**src/sv/tfop_pkg.sv**
```systemverilog
`default_nettype none

package tfop_pkg;

    localparam int DEPTH_DEF = 16;

    typedef enum logic [1:0] {
        REQ_ENQ   = 2'd0,
        REQ_FETCH = 2'd1,
        REQ_PURGE = 2'd2,
        REQ_NOP   = 2'd3
    } req_t;

    typedef enum logic [2:0] {
        ST_QUEUED = 3'd0,
        ST_FULL   = 3'd1,
        ST_FETCH  = 3'd2,
        ST_EMPTY  = 3'd3,
        ST_PURGED = 3'd4,
        ST_NONE   = 3'd5
    } status_t;

    typedef enum logic [1:0] {
        S_IDLE,
        S_EXEC,
        S_PURGE
    } state_t;

    // one transmit descriptor, owner id forced to zero when unowned
    typedef struct packed {
        logic [15:0] handle;
        logic [15:0] len;
        logic [15:0] offset;
        logic [31:0] ip;
        logic [15:0] port;
        logic        has_owner;
        logic [7:0]  owner_id;
    } entry_t;

    typedef struct packed {
        logic load;   // take the incoming descriptor
        logic shift;  // take the neighbor's descriptor
    } cell_ctrl_t;

    typedef struct packed {
        status_t     status;
        logic [15:0] handle;
        logic [15:0] len;
        logic [15:0] offset;
        logic [15:0] send_bytes;
        logic [31:0] ip;
        logic [15:0] port;
        logic        has_owner;
        logic [7:0]  owner;
        logic [4:0]  occupancy;
        logic        not_empty;
        logic        last;
    } result_t;

endpackage

`default_nettype wire

```
**src/sv/transmit_fifo_with_owner_purge.sv**
```systemverilog
// channel | dir | tdata                                 | tuser      | tlast
// s_      | in  | handle,len,offset,ip,port,own,owner    | req_type   | -
// m_      | out | handle,len,off,send,ip,port,own,owner, | status     | last
//         |     | occupancy,not_empty                   |            |
//
// One request at a time: the block accepts a request, then executes it. A purge
// walks the cell row with one scan pointer, one cell per cycle unless a full output
// register holds the scan, one result per hit.
// Reset clears the count and the control state; the cells hold no reset.
// A full output register that is not taken holds the execute or scan step.
`default_nettype none

module transmit_fifo_with_owner_purge
    import tfop_pkg::*;
#(
    parameter int DEPTH = DEPTH_DEF
) (
    input  wire          aclk,
    input  wire          aresetn,
    input  wire          s_tvalid,
    output logic         s_tready,
    // [15:0] buf_handle, [31:16] pkt_len, [47:32] start_offset, [79:48] dest_ip,
    // [95:80] dest_port, [96] has_owner, [104:97] owner_id, [111:105] zero
    input  wire  [111:0] s_tdata,
    // [1:0] req_type
    input  wire  [1:0]   s_tuser,
    output logic         m_tvalid,
    input  wire          m_tready,
    // [15:0] out_handle, [31:16] out_len, [47:32] out_offset, [63:48] send_bytes,
    // [95:64] out_ip, [111:96] out_port, [112] out_has_owner, [120:113] out_owner,
    // [125:121] occupancy, [126] not_empty, [127] zero
    output logic [127:0] m_tdata,
    // [2:0] status
    output logic [2:0]   m_tuser,
    output logic         m_tlast
);

    localparam int CW = $clog2(DEPTH + 1);
    localparam int PW = $clog2(DEPTH);

    state_t        state_reg, state_next;
    req_t          req_reg, req_next;
    entry_t        ent_reg, ent_next;
    logic [CW-1:0] count_reg, count_next;
    logic [PW-1:0] ptr_reg, ptr_next;
    result_t       res_reg, res_next;
    logic          mvalid_reg, mvalid_next;

    entry_t        din;
    logic [8:0]    key;
    cell_ctrl_t    ctrl  [DEPTH];
    entry_t        cdata [DEPTH];
    entry_t        cnbr  [DEPTH];
    logic [DEPTH-1:0] cmatch;
    logic [DEPTH-1:0] hit;
    logic [DEPTH-1:0] hit_other;
    logic          any_hit;
    logic          others;
    logic          p_hit;
    entry_t        sel;
    entry_t        head;
    logic          out_free;
    logic          do_load;
    logic          do_fetch;
    logic          do_pshift;
    logic          emit;
    logic [CW-1:0] occ_val;
    result_t       res;

    assign out_free = !mvalid_reg || m_tready;
    assign s_tready = (state_reg == S_IDLE);

    // request register
    always_comb begin
        req_next = req_reg;
        ent_next = ent_reg;
        if (s_tvalid && s_tready) begin
            req_next           = req_t'(s_tuser);
            ent_next.handle    = s_tdata[15:0];
            ent_next.len       = s_tdata[31:16];
            ent_next.offset    = s_tdata[47:32];
            ent_next.ip        = s_tdata[79:48];
            ent_next.port      = s_tdata[95:80];
            ent_next.has_owner = s_tdata[96];
            ent_next.owner_id  = s_tdata[104:97];
        end
    end

    always_comb begin
        din          = ent_reg;
        din.owner_id = ent_reg.has_owner ? ent_reg.owner_id : 8'd0;
    end

    assign key = {ent_reg.has_owner, ent_reg.owner_id};

    // cell row; cell 0 is the head
    genvar gi;
    generate
        for (gi = 0; gi < DEPTH; gi++) begin : g_cell
            if (gi == DEPTH - 1) begin : g_end
                assign cnbr[gi] = '0;
            end else begin : g_mid
                assign cnbr[gi] = cdata[gi+1];
            end

            assign ctrl[gi].load  = do_load && (count_reg == CW'(gi));
            assign ctrl[gi].shift = do_fetch || (do_pshift && (PW'(gi) >= ptr_reg));

            // an unowned key names no peer
            assign hit[gi]       = cmatch[gi] && key[8] && (CW'(gi) < count_reg);
            assign hit_other[gi] = hit[gi] && (PW'(gi) != ptr_reg);

            tfop_cell u_cell (
                .aclk  (aclk),
                .ctrl  (ctrl[gi]),
                .din   (din),
                .nbr   (cnbr[gi]),
                .key   (key),
                .data  (cdata[gi]),
                .match (cmatch[gi])
            );
        end
    endgenerate

    assign any_hit = |hit;
    assign others  = |hit_other;
    assign p_hit   = hit[ptr_reg];
    assign sel     = cdata[ptr_reg];
    assign head    = cdata[0];

    // next state
    always_comb begin
        state_next = state_reg;
        case (state_reg)
            S_IDLE: begin
                if (s_tvalid) begin
                    state_next = S_EXEC;
                end
            end
            S_EXEC: begin
                if (req_reg == REQ_NOP) begin
                    state_next = S_IDLE;
                end else if (out_free) begin
                    state_next = (req_reg == REQ_PURGE && any_hit) ? S_PURGE : S_IDLE;
                end
            end
            S_PURGE: begin
                if (CW'(ptr_reg) >= count_reg) begin
                    state_next = S_IDLE;
                end else if (out_free && p_hit && !others) begin
                    state_next = S_IDLE;
                end
            end
            default: state_next = S_IDLE;
        endcase
    end

    // datapath actions and results
    always_comb begin
        do_load    = 1'b0;
        do_fetch   = 1'b0;
        do_pshift  = 1'b0;
        emit       = 1'b0;
        count_next = count_reg;
        ptr_next   = ptr_reg;
        occ_val    = count_reg;
        res        = '0;
        case (state_reg)
            S_EXEC: begin
                case (req_reg)
                    REQ_ENQ: begin
                        if (out_free) begin
                            emit     = 1'b1;
                            res.last = 1'b1;
                            if (count_reg == CW'(DEPTH)) begin
                                res.status = ST_FULL;
                            end else begin
                                do_load    = 1'b1;
                                count_next = count_reg + 1'b1;
                                occ_val    = count_next;
                                res.status = ST_QUEUED;
                            end
                        end
                    end
                    REQ_FETCH: begin
                        if (out_free) begin
                            emit     = 1'b1;
                            res.last = 1'b1;
                            if (count_reg == '0) begin
                                res.status = ST_EMPTY;
                            end else begin
                                do_fetch       = 1'b1;
                                count_next     = count_reg - 1'b1;
                                occ_val        = count_next;
                                res.status     = ST_FETCH;
                                res.handle     = head.handle;
                                res.len        = head.len;
                                res.offset     = head.offset;
                                res.send_bytes = (head.len > head.offset) ?
                                                 (head.len - head.offset) : 16'd0;
                                res.ip         = head.ip;
                                res.port       = head.port;
                                res.has_owner  = head.has_owner;
                                res.owner      = head.owner_id;
                            end
                        end
                    end
                    REQ_PURGE: begin
                        if (out_free) begin
                            ptr_next = '0;
                            if (!any_hit) begin
                                emit       = 1'b1;
                                res.last   = 1'b1;
                                res.status = ST_NONE;
                            end
                        end
                    end
                    default: ;
                endcase
            end
            S_PURGE: begin
                if (out_free && (CW'(ptr_reg) < count_reg)) begin
                    if (p_hit) begin
                        // drop this cell, later cells move down, pointer stays
                        emit       = 1'b1;
                        do_pshift  = 1'b1;
                        count_next = count_reg - 1'b1;
                        occ_val    = count_next;
                        res.status = ST_PURGED;
                        res.handle = sel.handle;
                        res.last   = !others;
                    end else begin
                        ptr_next = ptr_reg + 1'b1;
                    end
                end
            end
            default: ;
        endcase
        res.occupancy = 5'(occ_val);
        res.not_empty = (occ_val != '0);
    end

    // output register
    always_comb begin
        res_next    = res_reg;
        mvalid_next = mvalid_reg;
        if (emit) begin
            res_next    = res;
            mvalid_next = 1'b1;
        end else if (m_tready) begin
            mvalid_next = 1'b0;
        end
    end

    always_ff @(posedge aclk) begin
        if (!aresetn) begin
            state_reg  <= S_IDLE;
            count_reg  <= '0;
            ptr_reg    <= '0;
            mvalid_reg <= 1'b0;
        end else begin
            state_reg  <= state_next;
            count_reg  <= count_next;
            ptr_reg    <= ptr_next;
            mvalid_reg <= mvalid_next;
        end
    end

    always_ff @(posedge aclk) begin
        req_reg <= req_next;
        ent_reg <= ent_next;
        res_reg <= res_next;
    end

    assign m_tvalid = mvalid_reg;
    assign m_tuser  = res_reg.status;
    assign m_tlast  = res_reg.last;
    assign m_tdata  = {1'b0, res_reg.not_empty, res_reg.occupancy, res_reg.owner,
                       res_reg.has_owner, res_reg.port, res_reg.ip, res_reg.send_bytes,
                       res_reg.offset, res_reg.len, res_reg.handle};

    a_count_bound: assert property (@(posedge aclk) disable iff (!aresetn)
        count_reg <= CW'(DEPTH))
        else $error("entry count above depth");

    a_scan_in_range: assert property (@(posedge aclk) disable iff (!aresetn)
        state_reg == S_PURGE |-> CW'(ptr_reg) < count_reg)
        else $error("purge scan pointer past occupied cells");

    a_mid_only_purge: assert property (@(posedge aclk) disable iff (!aresetn)
        mvalid_reg && !res_reg.last |-> res_reg.status == ST_PURGED)
        else $error("non-final result outside a purge");

    a_purge_drop: assert property (@(posedge aclk) disable iff (!aresetn)
        (state_reg == S_PURGE && out_free && p_hit) |=>
            count_reg == $past(count_reg) - 1'b1)
        else $error("purge hit did not remove an entry");

endmodule

`default_nettype wire

```
**src/sv/tfop_cell.sv**
```systemverilog
`default_nettype none

module tfop_cell
    import tfop_pkg::*;
(
    input  wire        aclk,
    input  cell_ctrl_t ctrl,
    input  entry_t     din,
    input  entry_t     nbr,
    input  wire  [8:0] key,
    output entry_t     data,
    output logic       match
);

    entry_t data_reg;
    entry_t data_next;

    always_comb begin
        data_next = data_reg;
        if (ctrl.load) begin
            data_next = din;
        end else if (ctrl.shift) begin
            data_next = nbr;
        end
    end

    always_ff @(posedge aclk) begin
        data_reg <= data_next;
    end

    assign data  = data_reg;
    assign match = ({data_reg.has_owner, data_reg.owner_id} == key);

endmodule

`default_nettype wire

```
**config.mk**
```make
export PLATFORM = sky130hd
export DESIGN_NAME = transmit_fifo_with_owner_purge
export DESIGN_NICKNAME = d
export VERILOG_FILES = /design/src/sv/tfop_pkg.sv /design/src/sv/transmit_fifo_with_owner_purge.sv /design/src/sv/tfop_cell.sv
export SDC_FILE = /design/constraint.sdc
export NUM_CORES = 2
export LEC_CHECK = 0
export BUFFER_PORTS_ARGS = -buffer_cell sky130_fd_sc_hd__buf_2
export CAP_MARGIN = 20
export CORE_UTILIZATION = 45
export DETAILED_ROUTE_END_ITERATION = 16
export GPL_TIMING_DRIVEN = 0
export RECOVER_POWER = 25
export SYNTH_ARGS = -nofsm -noshare
export SYNTH_HDL_FRONTEND = slang
export SYNTH_SLANG_ARGS = --single-unit
```
**constraint.sdc**
```tcl
create_clock -name aclk -period 22.4 [get_ports aclk]
set_input_delay 5.6 -clock aclk [delete_from_list [all_inputs] [get_ports aclk]]
set_output_delay 5.6 -clock aclk [all_outputs]
set_load 0.02 [all_outputs]
```
==> impl_results.md <==
* Ordered list of cells on the worst path: buf_2, nand2b_1, nand2_1, a2111o_1, clkbuf_1, clkbuf_1, o311ai_0, clkbuf_1, buf_8, buf_8, buf_8
* Number of antenna-violating nets in the routed design at 0
* Final cycle utilization of the critical path at around half
* Switching share of total power at between 20% and 30%
* Antenna violations before repair at 12
* Boundary Pins at about 250
* Count of final max-slew check failures at around 370
* RSZ-0062 raised after global routing: false
* Number of flip-flops in the largest register at 1,680
* Logic depth of the worst register-to-register path at 18
* YS warnings at 0
* Horizontal extent of the die at about 440 um
* Total of buffers placed on input and output ports at approximately 240
* Max_cap viols at 13
* Cell Rows at 158
* Critical path arrival at roughly 12 ns
* Proportion of layout cells with a drive suffix above 1 at roughly 25%
* Clock insertion delay at the later pin of the skew report at 0.87 ns
* Instance count on the critical path at 11
* Worst path buffer plus inverter count at 7
* Shortest clock period the worst path allows after layout at 11.48 ns
* Number of clock sinks seen by CTS at approximately 1.9k
* Status: finished, violations left
* Core ar. at 0.1860 mm^2
* CP startpoint kind: input pin
* Cts bufs inserted at 200
* Cts repair resizes at 0
* Arithmetic-cell share of the synthesized area counting full adders, half adders and majority gates at 0.4829%
* Number of buffers added to fix hold violations after cts at 0
* HPWL Detailed at 167.7 mm
* HP Class: flip-flop to flip-flop
* H-tree depth at 4
* Pin count of the biggest net entering global routing at 60
* Reported leakage power at between 0.03 and 0.04 uW
* Fraction of the mapped netlist area in simple logic gates at ~9%
* Synthesized cell area at about 0.084 mm^2
* Internal reg-to-reg setup slack at 12.71 ns
* Finished Core Util at between 50% and 60%
* Post-synth net total at roughly 6k
* Synthesized netlist cell count at 5,911
* Number of synthesized flops with an enable pin at ~1.9k
* Clk slew on worst S/H paths at about 0.060 ns
* Critical Path Sink Type: flip-flop
* Die Y-Extent at around 440 um
* Worst EP required at about 23 ns
* DRT iter0 DRCs at ~5.6k
* Post-CTS Setup Repair Bufs at 0
* Synth-to-Final Area Change at 14.32%
* Final setup vio count at 0
* Global-route wire length before repair at roughly 350 mm
* Multiplexer fraction of the synthesized cell area at 15.48%
* Area fraction in compound gates after synthesis at around 2.9%
* Failing checks: capacitance limit, slew limit
* Via count at slightly above 50k
* Proportion of synthesized flip-flops having asynchronous set or reset at 0%
* Crit-path max FO at 19
* Area enclosed by the die boundary at between 0.15 and 0.2 mm^2
* Crit Path Category: input pin to flip-flop
* Measured slew at the worst slew-check pin at between 3 and 4 ns
* GP Congestion at approximately 0.9
* Share of the synthesized netlist area taken by xor and xnor gates at under 10%
* Part of the power in registers at a little over half
* IR drop worst, VDD at just under 80 uV
* GRT overflow at 0
* Detailed-route wire length per cell at 26.02 um
* Count of state elements after synthesis at roughly 1.9k
* Number of global-route vias before repair at around 50k
* Effective utilization at floorplan at 45.41%
* CP max stage delay at between 3 and 4 ns
* Remaining DRCs at 0
* NetSw at ~1600 uW
* Net count of the finished layout at roughly 6.6k
* Launch point of the worst reg-to-reg path: ptr_reg[0]
* Achievable frequency at roughly 0.087 GHz
* Via count normalized by instance count at around 5.6
* Power per cell area at ~76 mW/mm^2
* Reg-to-reg critical path endpoint: g_cell[0].u_cell.data[48]
* Smallest hold slack at 0.4982 ns
* Detailed-route wire length at around 240 mm
* P_int at between 5000 and 6000 uW
* Portion of the post-synthesis area used by sequential elements at around two thirds
* Worst setup path end: g_cell[0].u_cell.data[48]
* Clock skew at 0.03538 ns
* Most used DFF post-synth: sky130_fd_sc_hd__edfxtp_1
* Startpoint of the worst setup timing path: m_tready
* Cell type group with the largest total delay on the critical path: compound AO/OA/AOI/OAI gates
* Number of unique standard cell types used by synthesis at 81
* Share of power burned in the clock network at a little over two fifths
* Worst max-slew margin expressed relative to the limit at -161.6%
* Dominant combinational cell family by area after synthesis: multiplexers
* First-pass detailed-route iteration total at 8
* Number of failing hold endpoints at the final stage at 0
* TritonCTS clock tree: yes
* Worst-case clock buffer depth at 3
* Clock tree root buffer cell: sky130_fd_sc_hd__clkbuf_16
* Crit path max-delay cell type: sky130_fd_sc_hd__o311ai_0
* Overall track demand over capacity in global routing at 24.83%
* Combinational power share at roughly 2.2%
* Post-synthesis area per instance at approximately 14 um^2
worst min-delay path: cells and delay by family (launching register included):
family / cells / cell delay (ns)
AND/OR/NAND/NOR: 2 / 0.08
flip-flops: 1 / 0.32
layout by cell type, fill, tap and decap left out, types with 41 or more instances in the layout:
cell | Yosys | final
sky130_fd_sc_hd__buf_4 | 6 | 58
sky130_fd_sc_hd__o22ai_1 | 41 | 42
sky130_fd_sc_hd__nand2_1 | 1357 | 1357
sky130_fd_sc_hd__clkbuf_1 | 338 | 560
sky130_fd_sc_hd__xnor2_1 | 123 | 123
sky130_fd_sc_hd__nor2_1 | 110 | 110
sky130_fd_sc_hd__clkinv_2 | 0 | 41
sky130_fd_sc_hd__edfxtp_1 | 1918 | 1918
sky130_fd_sc_hd__and2_1 | 175 | 112
sky130_fd_sc_hd__buf_1 | 65 | 57
sky130_fd_sc_hd__o21ai_0 | 149 | 150
sky130_fd_sc_hd__buf_2 | 13 | 106
sky130_fd_sc_hd__inv_1 | 43 | 43
sky130_fd_sc_hd__mux2_2 | 1110 | 1108
sky130_fd_sc_hd__and2_0 | 0 | 63
sky130_fd_sc_hd__clkbuf_16 | 0 | 201
sky130_fd_sc_hd__a21oi_1 | 59 | 59
sky130_fd_sc_hd__clkinv_1 | 3 | 54
layout make-up:
cell class | count | area [um^2]
diodes | 5 | 12.51
plain buffers | 429 | 1705
clock buffers | 251 | 5218
clock inverters | 118 | 892.1
fillers | 15651 | 89450
inverters | 47 | 176.4
multi-input cells | 3505 | 24800
flip-flops and latches | 1930 | 57840
well taps | 2480 | 3103
repair buffers | 386 | 2835
power groups by stage:
stage | Clock [uW] | Combinational [uW] | Sequential (uW)
CTS | 3240 | 171 | 3980
global placement | 0 | 160 | 4070
detailed placement | 0 | 170 | 4060
finish | 3190 | 164 | 3990
floorplan | 0 | 90.9 | 4050
global route | 3360 | 177 | 3990
stage by stage:
step | setup WS (ns) | total power [uW] | area, um^2 | setup TNS (ns) | std cells
6_report | 10.92 | 7334 | 96570 | 0 | 9151
5_1_grt | 10.84 | 7529 | 96560 | 0 | 9147
4_1_cts | 11.69 | 7390 | 97120 | 0 | 9143
3_5_place_dp | 10.80 | 4230 | 91010 | 0 | 8774
3_3_place_gp | -2.088 | 4233 | 88790 | -652.62 | 8634
2_1_floorplan | 7.296 | 4146 | 84470 | 0 | 5911
synth_stat cells, types with 5 or more instances:
cell	instances	area (um^2)
sky130_fd_sc_hd__a21oi_1	59	295.3
sky130_fd_sc_hd__buf_2	13	65.06
sky130_fd_sc_hd__or2_2	5	31.28
sky130_fd_sc_hd__a31oi_1	7	43.79
sky130_fd_sc_hd__ha_1	31	387.9
sky130_fd_sc_hd__nand4_1	27	168.9
sky130_fd_sc_hd__nor4_1	12	75.07
sky130_fd_sc_hd__mux2i_1	10	100.1
sky130_fd_sc_hd__inv_1	43	161.4
sky130_fd_sc_hd__nor2b_1	9	56.30
sky130_fd_sc_hd__a22oi_1	8	60.06
sky130_fd_sc_hd__clkbuf_1	338	1269
sky130_fd_sc_hd__nand2_1	1357	5094
sky130_fd_sc_hd__buf_4	6	45.04
sky130_fd_sc_hd__nand3_1	36	180.2
sky130_fd_sc_hd__mux2_2	1110	12500
sky130_fd_sc_hd__o2111ai_1	6	52.55
sky130_fd_sc_hd__mux4_2	21	473.0
sky130_fd_sc_hd__and2_1	175	1095
sky130_fd_sc_hd__a211oi_1	7	52.55
sky130_fd_sc_hd__o221ai_1	14	122.6
sky130_fd_sc_hd__edfxtp_1	1918	57600
sky130_fd_sc_hd__nand2b_1	10	62.56
sky130_fd_sc_hd__xor2_1	19	166.4
sky130_fd_sc_hd__buf_6	7	78.83
sky130_fd_sc_hd__nor2_1	110	412.9
sky130_fd_sc_hd__a211o_1	6	52.55
sky130_fd_sc_hd__buf_1	65	244.0
sky130_fd_sc_hd__o22ai_1	41	256.5
sky130_fd_sc_hd__o311ai_1	6	52.55
sky130_fd_sc_hd__a21o_1	5	37.54
sky130_fd_sc_hd__o21ai_0	149	745.7
sky130_fd_sc_hd__a221oi_1	5	43.79
sky130_fd_sc_hd__xnor2_1	123	1077
sky130_fd_sc_hd__dfxtp_1	12	240.2
sky130_fd_sc_hd__or3_1	8	50.05
sky130_fd_sc_hd__nor3_1	29	145.1
sky130_fd_sc_hd__a221o_1	5	50.05
sky130_fd_sc_hd__o31ai_1	5	37.54
sky130_fd_sc_hd__o211ai_1	13	97.59
sky130_fd_sc_hd__and3_1	15	93.84
metal layers:
layer	routed length [um]	up-vias	track usage (%)
li1	-	22777	-
met1	101900	25738	34.38
met2	110500	1995	39.70
met3	17790	367	4.351
met4	7882	4	8.116
met5	54	-	0
how the worst min path moves through the flow:
| stage | start | to | slack [ns] | cells past startpoint |
|---|---|---|---|---|
| finish | g_cell[14].u_cell.data[16] | g_cell[13].u_cell.data[16] | 0.50 | 2 |
| global route | g_cell[14].u_cell.data[16] | g_cell[13].u_cell.data[16] | 0.52 | 2 |
| CTS | g_cell[14].u_cell.data[16] | g_cell[13].u_cell.data[16] | 0.48 | 2 |
| detailed placement | g_cell[15].u_cell.data[62] | g_cell[14].u_cell.data[62] | 0.49 | 2 |
| global placement | g_cell[15].u_cell.data[33] | g_cell[14].u_cell.data[33] | 0.48 | 2 |
| floorplan | g_cell[14].u_cell.data[10] | g_cell[13].u_cell.data[10] | 0.48 | 2 |
cell families after synthesis:
logic type / count (synthesis)
AO/OA/AOI/OAI: 381
XOR/XNOR: 142
adder cells (fa/ha/maj): 32
buffers and inverters: 476
flip-flops: 1930
multiplexers: 1141
other: 1
AND/OR/NAND/NOR: 1808
No activity file was read; power rests on OpenSTA's default activity.
